**src/som_cell.sv**
```systemverilog
// One CORDIC micro-rotation cell with a fixed shift and arctangent constant.
// Does not depend on som_pkg; chained by the top level.
module som_cell #(
  parameter int VW = 35,
  parameter int ZW = 33,
  parameter int SHIFT = 0,
  parameter logic [63:0] ATAN = 64'd0
) (
  input  logic                 clk,
  input  logic                 rst_n,
  input  logic                 prev_valid,
  input  logic                 prev_vec,
  input  logic signed [VW-1:0] prev_x,
  input  logic signed [VW-1:0] prev_y,
  input  logic        [ZW-1:0] prev_z,
  output logic                 next_valid,
  output logic                 next_vec,
  output logic signed [VW-1:0] next_x,
  output logic signed [VW-1:0] next_y,
  output logic        [ZW-1:0] next_z
);
  logic                 valid_r;
  logic                 vec_r;
  logic signed [VW-1:0] x_r, x_nxt;
  logic signed [VW-1:0] y_r, y_nxt;
  logic        [ZW-1:0] z_r, z_nxt;
  logic signed [VW-1:0] xs, ys;
  logic                 cw;
  logic        [ZW-1:0] a;

  assign a  = ATAN[ZW-1:0];
  assign xs = prev_x >>> SHIFT;
  assign ys = prev_y >>> SHIFT;
  assign cw = prev_vec ? !prev_y[VW-1] : prev_z[ZW-1];

  always_comb begin
    if (cw) begin
      x_nxt = prev_x + ys;
      y_nxt = prev_y - xs;
      z_nxt = prev_z + a;
    end else begin
      x_nxt = prev_x - ys;
      y_nxt = prev_y + xs;
      z_nxt = prev_z - a;
    end
  end

  always_ff @(posedge clk) begin
    if (!rst_n) begin
      valid_r <= 1'b0;
    end else begin
      valid_r <= prev_valid;
    end
  end

  always_ff @(posedge clk) begin
    vec_r <= prev_vec;
    x_r   <= x_nxt;
    y_r   <= y_nxt;
    z_r   <= z_nxt;
  end

  assign next_valid = valid_r;
  assign next_vec   = vec_r;
  assign next_x     = x_r;
  assign next_y     = y_r;
  assign next_z     = z_r;
endmodule

```
**config.mk**
```make
export PLATFORM = sky130hd
export DESIGN_NAME = som_cell
export DESIGN_NICKNAME = d
export VERILOG_FILES = /design/src/som_cell.sv
export SDC_FILE = /design/constraint.sdc
export NUM_CORES = 1
export LEC_CHECK = 0
export ABC_AREA = 1
export BUFFER_PORTS_ARGS = -buffer_cell sky130_fd_sc_hd__buf_4
export CAP_MARGIN = 10
export CORE_MARGIN = 3
export CORE_UTILIZATION = 55
export CTS_CLUSTER_SIZE = 24
export DETAILED_ROUTE_END_ITERATION = 12
export PLACE_DENSITY = 0.86
export SYNTH_ARGS = -nofsm -noshare
export SYNTH_HDL_FRONTEND = slang
export SYNTH_SLANG_ARGS = --single-unit
```
**constraint.sdc**
```tcl
create_clock -name clk -period 2.8 [get_ports clk]
set_clock_uncertainty 0.15 [all_clocks]
set_input_delay 0.14 -clock clk [delete_from_list [all_inputs] [get_ports clk]]
set_output_delay 0.14 -clock clk [all_outputs]
set_load 0.005 [all_outputs]
```
# ---- After elaboration in Yosys (flattened, before gate mapping)
# Index checks and enable logic that the tools add are counted.
dict set report op_classes {
  reduce_logical 1
  mux 3
  addsub 3
}
# op n
set ops {}
lappend ops {{two-way mux 35 bit} 2}
lappend ops {{subtractor 35 bit} 2}
lappend ops {{adder 35 bit} 1}
lappend ops {{zero test 1 bit} 1}
lappend ops {{two-way mux 1 bit} 1}
dict set report totals {
  register_bits 105
  input_bits 107
  elab_cells 12
}

# ---- Logic depth before layout (Yosys ltp)
dict set report depth {
  depth_word 3
  mapped_depth 18
}

# ---- Least setup slack after synthesis
# OpenSTA, ideal clock, no wires.
dict set report synth_path {
  path_type {in2reg}
  start {input prev_x[0]}
  end {register y_r[32] (netlist: next_y[32])}
  arrival_time_ns 1.636
  setup_slack_ns 0.900
  n_path_buf 0
  cell_stages 15
  cell_sequence {ha_1 -> inv_1 -> fa_1 -> inv_1 -> nand3_1 -> nand3_1 -> nand2_1 -> nand2_1 -> nand2_1 -> nand2_1 -> nand3_1 -> nand2_1 -> nand2_1 -> nand3_1 -> nand2_1}
}
dict set report synth_between {
  elab_chain_len 2
}
# item line
set synth_rtl {}
lappend synth_rtl {{from (decl)} 13} ;# input logic signed [VW-1:0] prev_x,
lappend synth_rtl {{adder 35 bit / subtractor 35 bit (equally long branches)} {43, 39}}
lappend synth_rtl {{two-way mux 35 bit (*)} 37} ;# if (cw) begin
lappend synth_rtl {{named net y_nxt[32]} 25} ;# logic signed [VW-1:0] y_r, y_nxt;
lappend synth_rtl {{to (signal assigned)} 59} ;# y_r <= y_nxt;
lappend synth_rtl {{to (decl)} 25}
# Mark *: on every way through the listed nets, which the timed path passes. The rest lies on a longest branch.
# A chain may end at the register's enable or synchronous reset.

# ---- Worst setup path in the final report
dict set report layout_path {
  start {input prev_y[0]}
  end {register y_r[32] (netlist: next_y[32])}
}
dict set report layout_between {
  elab_chain_len 2
}
# item line
set layout_rtl {}
lappend layout_rtl {{from (decl)} 14} ;# input logic signed [VW-1:0] prev_y,
lappend layout_rtl {{adder 35 bit / subtractor 35 bit (equally long branches)} {43, 39}}
lappend layout_rtl {{two-way mux 35 bit (*)} 37}
lappend layout_rtl {{named net y_nxt[32]} 25}
# Marks and branches as above.

==> flow_summary_export.csv <==
group,metric,value,unit
floorplan,start_util,0.5730,
min_path,hp-class,"in2reg",
cts,clkSlewWorstSetupHoldPaths,80,ps
min_path,min-delay-start,"prev_y[1]",
worst_setup_path,worstPathRequired,2920,ps
logic_synthesis,synth_cell_types,44,
cts,cts-root-buf,"clkbuf_16",
timing,finalCritPeriodShare,0.9361,
timing,fmax,381.5,MHz
run,maxCapViolCount,0,
grt,grt_pass1_wl,57.24,mm
layout,drive_gt1_frac,0.1603,
timing,slew_headroom,0.5314,
layout,layout.cells.most_common,"nand2_1",
timing,tightestPinTransition,702.8,ps
grt,grt_pass1_vias,11041,
worst_setup_path,cp.arrival,2750,ps
cts,cts_sinks,104,
power_and_ir_drop,leakage,0.006461,uW
power_and_ir_drop,p_comb_frac,0.432,
logic_synthesis,ys_seq_area_frac,0.2153,
layout,nets,2031,
layout,multi_input_area,6474,um^2
layout,final.fill_count,1446,
worst_setup_path,endpoint_kind,"register",
worst_setup_path,worstSetupPathType,"in2reg",
routing,wl_per_cell,18.14,um
power_and_ir_drop,seqPwrFrac,0.321,
place,gp_congestion,1.022,
logic_synthesis,ys_warn_count,0,
power_and_ir_drop,switching_share,0.4083,
layout,area_delta_synth_final,25.66,%
power_and_ir_drop,power.share.clock,0.246,
floorplan,coreArea,16880,um^2
floorplan,die_w,138.6,um
floorplan,boundaryPins,212,
worst_setup_path,path_cells,"dlygate4sd3_1, buf_4, ha_1, inv_1, fa_2, inv_1, nand3_1, nand3_1, nand2_1, nand2_1, nand2_1, nand2_1, nand3_1, nand2_1, nand2_1, nand3_1, nand2_1",
routing,drc,0,
power_and_ir_drop,vdd_drop_max,436.2,uV
place,post-dp-hpwl,29.45,mm
logic_synthesis,syn_area_per_cell,6.109,um^2
routing,vias,11646,
floorplan,dieArea,19210,um^2
floorplan,rows,47,
logic_synthesis,async_reset_ff_frac,0,
logic_synthesis,netlist_instances,1583,
timing,hold_viol_final,0,
worst_setup_path,cpPeakStageDelay,530,ps
power_and_ir_drop,power.density,460.5,nW/um^2
grt,grt_max_degree,61,
routing,via_per_inst,5.703,
timing,rsz0062_at_grt,"no",
logic_synthesis,synth_edf_count,0,
cts,clock_path_buffers,2,
place,post_dp_cell_area,11430,um^2
cts,cts_buffers,9,
min_path,holdPathEnd,"next_x[1]$_DFF_P_",
timing,finalCriticalPeriod,2621,ps
layout,final_cell_mix,"419 x nand2_1, 230 x inv_1, 227 x buf_4, 143 x nor2_1, 142 x nand3_1",
timing,fin_tns_setup,0,ps
cts,cts_setup_buffers,0,
routing,routed_wl,37.05,mm
worst_setup_path,start_kind,"input port",
worst_setup_path,crit_top_cell,"nand2_1",
routing,drtIter0Drc,1399,
layout,stdcell_area,12150,um^2
grt,overflow,0,
routing,ant_nets,0,
routing,drtPass1Iterations,6,
outcome,status,"finished clean",
power_and_ir_drop,internal-power,3311,uW
power_and_ir_drop,switching_power,2285,uW
timing,finalSetupViolations,0,
cts,h-tree-depth,3,
floorplan,die_h,138.6,um
timing,slew_viol_final,0,
cts,cts_tree,"done",
layout,regArea,2082,um^2
worst_setup_path,critPathMaxFanout,3,
grt,track_usage,0.3693,
logic_synthesis,syn_nets,1797,
logic_synthesis,synth_ff_type,"dfxtp_1",
worst_setup_path,slowest_stage,"dlygate4sd3_1",
logic_synthesis,synth-seq-cells,104,
layout,diodes,0,
logic_synthesis,syn_area,9671,um^2
min_path,holdPathStages,3,
grt,antenna_found_initial,0,
place,port_buffers,211,
## metal layers
layer | vias to the layer above | wire [um] | track usage
met5 | - | 0 | 0
met4 | 0 | 1181 | 0.1108
met3 | 94 | 4357 | 0.09069
met2 | 744 | 16700 | 0.6064
met1 | 5283 | 14810 | 0.4821
li1 | 5525 | - | -
## worst max-delay path by stage
stage / startpoint / end / slack [ps] / cells past startpoint
3_5_place_dp: prev_x[0] / next_y[24]$_DFF_P_ / 200 / 13
4_1_cts: prev_y[0] / next_y[24]$_DFF_P_ / 40 / 15
2_1_floorplan: prev_x[0] / next_y[32]$_DFF_P_ / 900 / 15
6_report: prev_y[0] / next_y[32]$_DFF_P_ / 180 / 17
5_1_grt: prev_y[0] / next_y[32]$_DFF_P_ / 30 / 17
3_3_place_gp: prev_x[0] / next_y[32]$_DFF_P_ / 230 / 13
## synth_stat cells (4+ instances only)
library cell | number | area share
buf_2 | 15 | 0.0078
and2_1 | 4 | 0.0026
buf_4 | 17 | 0.013
dfxtp_1 | 104 | 0.22
o21ai_1 | 9 | 0.0047
nor2_2 | 12 | 0.0078
ha_1 | 104 | 0.13
nand2_2 | 8 | 0.0052
o21bai_1 | 13 | 0.010
a21oi_1 | 138 | 0.071
xor2_1 | 23 | 0.021
clkbuf_1 | 9 | 0.0035
nor3_1 | 17 | 0.0088
nand3_1 | 142 | 0.073
a21o_1 | 11 | 0.0085
inv_1 | 230 | 0.089
nor2_1 | 143 | 0.056
inv_2 | 6 | 0.0023
nand2_1 | 419 | 0.16
nand4_1 | 12 | 0.0078
o21ai_0 | 98 | 0.051
a21oi_2 | 5 | 0.0045
## registers in the layout, indices dropped and copies added, names as in the netlist
register    count
next_vec        1
next_y         34
next_x         35
next_z         33
next_valid      1
## kinds of logic after synthesis
kind of cell,synth area share
xor+xnor,0.02264
fa+ha+maj,0.1408
simple gates,0.3392
compound gates,0.1622
flops,0.2153
mux,0.002070
buf+inv,0.1177
## power groups by stage
stage / sequential, uW / clock (uW) / combinational (uW)
floorplan: 1830 / 0 / 1270
global placement: 1820 / 0 / 2230
detailed placement: 1830 / 0 / 2270
CTS: 1790 / 1380 / 2330
global route: 1820 / 1430 / 2630
finish: 1800 / 1380 / 2420
## cell type report
| class | count | share of cell area |
|---|---|---|
| Clock buffer | 9 | 0.01853 |
| Clock inverter | 7 | 0.007516 |
| Inverter | 237 | 0.07321 |
| Multi-Input combinational cell | 1198 | 0.5327 |
| Sequential cell | 104 | 0.1713 |
| Tap cell | 220 | 0.02265 |
| Timing Repair Buffer | 267 | 0.1740 |
## through the flow
step / utilization / setup slack, ps / hold WS [ps] / std cells / power (uW)
after floorplan: - / 899.9 / 17.72 / 1583 / 3107
after global placement: 0.6774 / 228.8 / 94.21 / 1987 / 4049
after detailed placement: 0.6774 / 204.8 / 95.81 / 1987 / 4096
after CTS: 0.7193 / 41.77 / 17.66 / 2042 / 5502
after global routing: 0.7200 / 33.46 / 29.80 / 2042 / 5882
final: 0.7200 / 179.0 / 18.27 / 2042 / 5596
## repair_timing
| action | 4_1_cts | 5_1_grt |
|---|---|---|
| setup endpoints to repair | 0 | 7 |
| resized for setup | 0 | 4 |
| endpoints found under the hold margin | 37 | 0 |
| hold buffers | 39 | 0 |
## critical path: cells and delay by family
family / cells / cell delay (ps)
buf+inv: 4 / 850
fa+ha+maj: 2 / 580
simple gates: 11 / 1170
No activity file was read; power rests on OpenSTA's default activity.
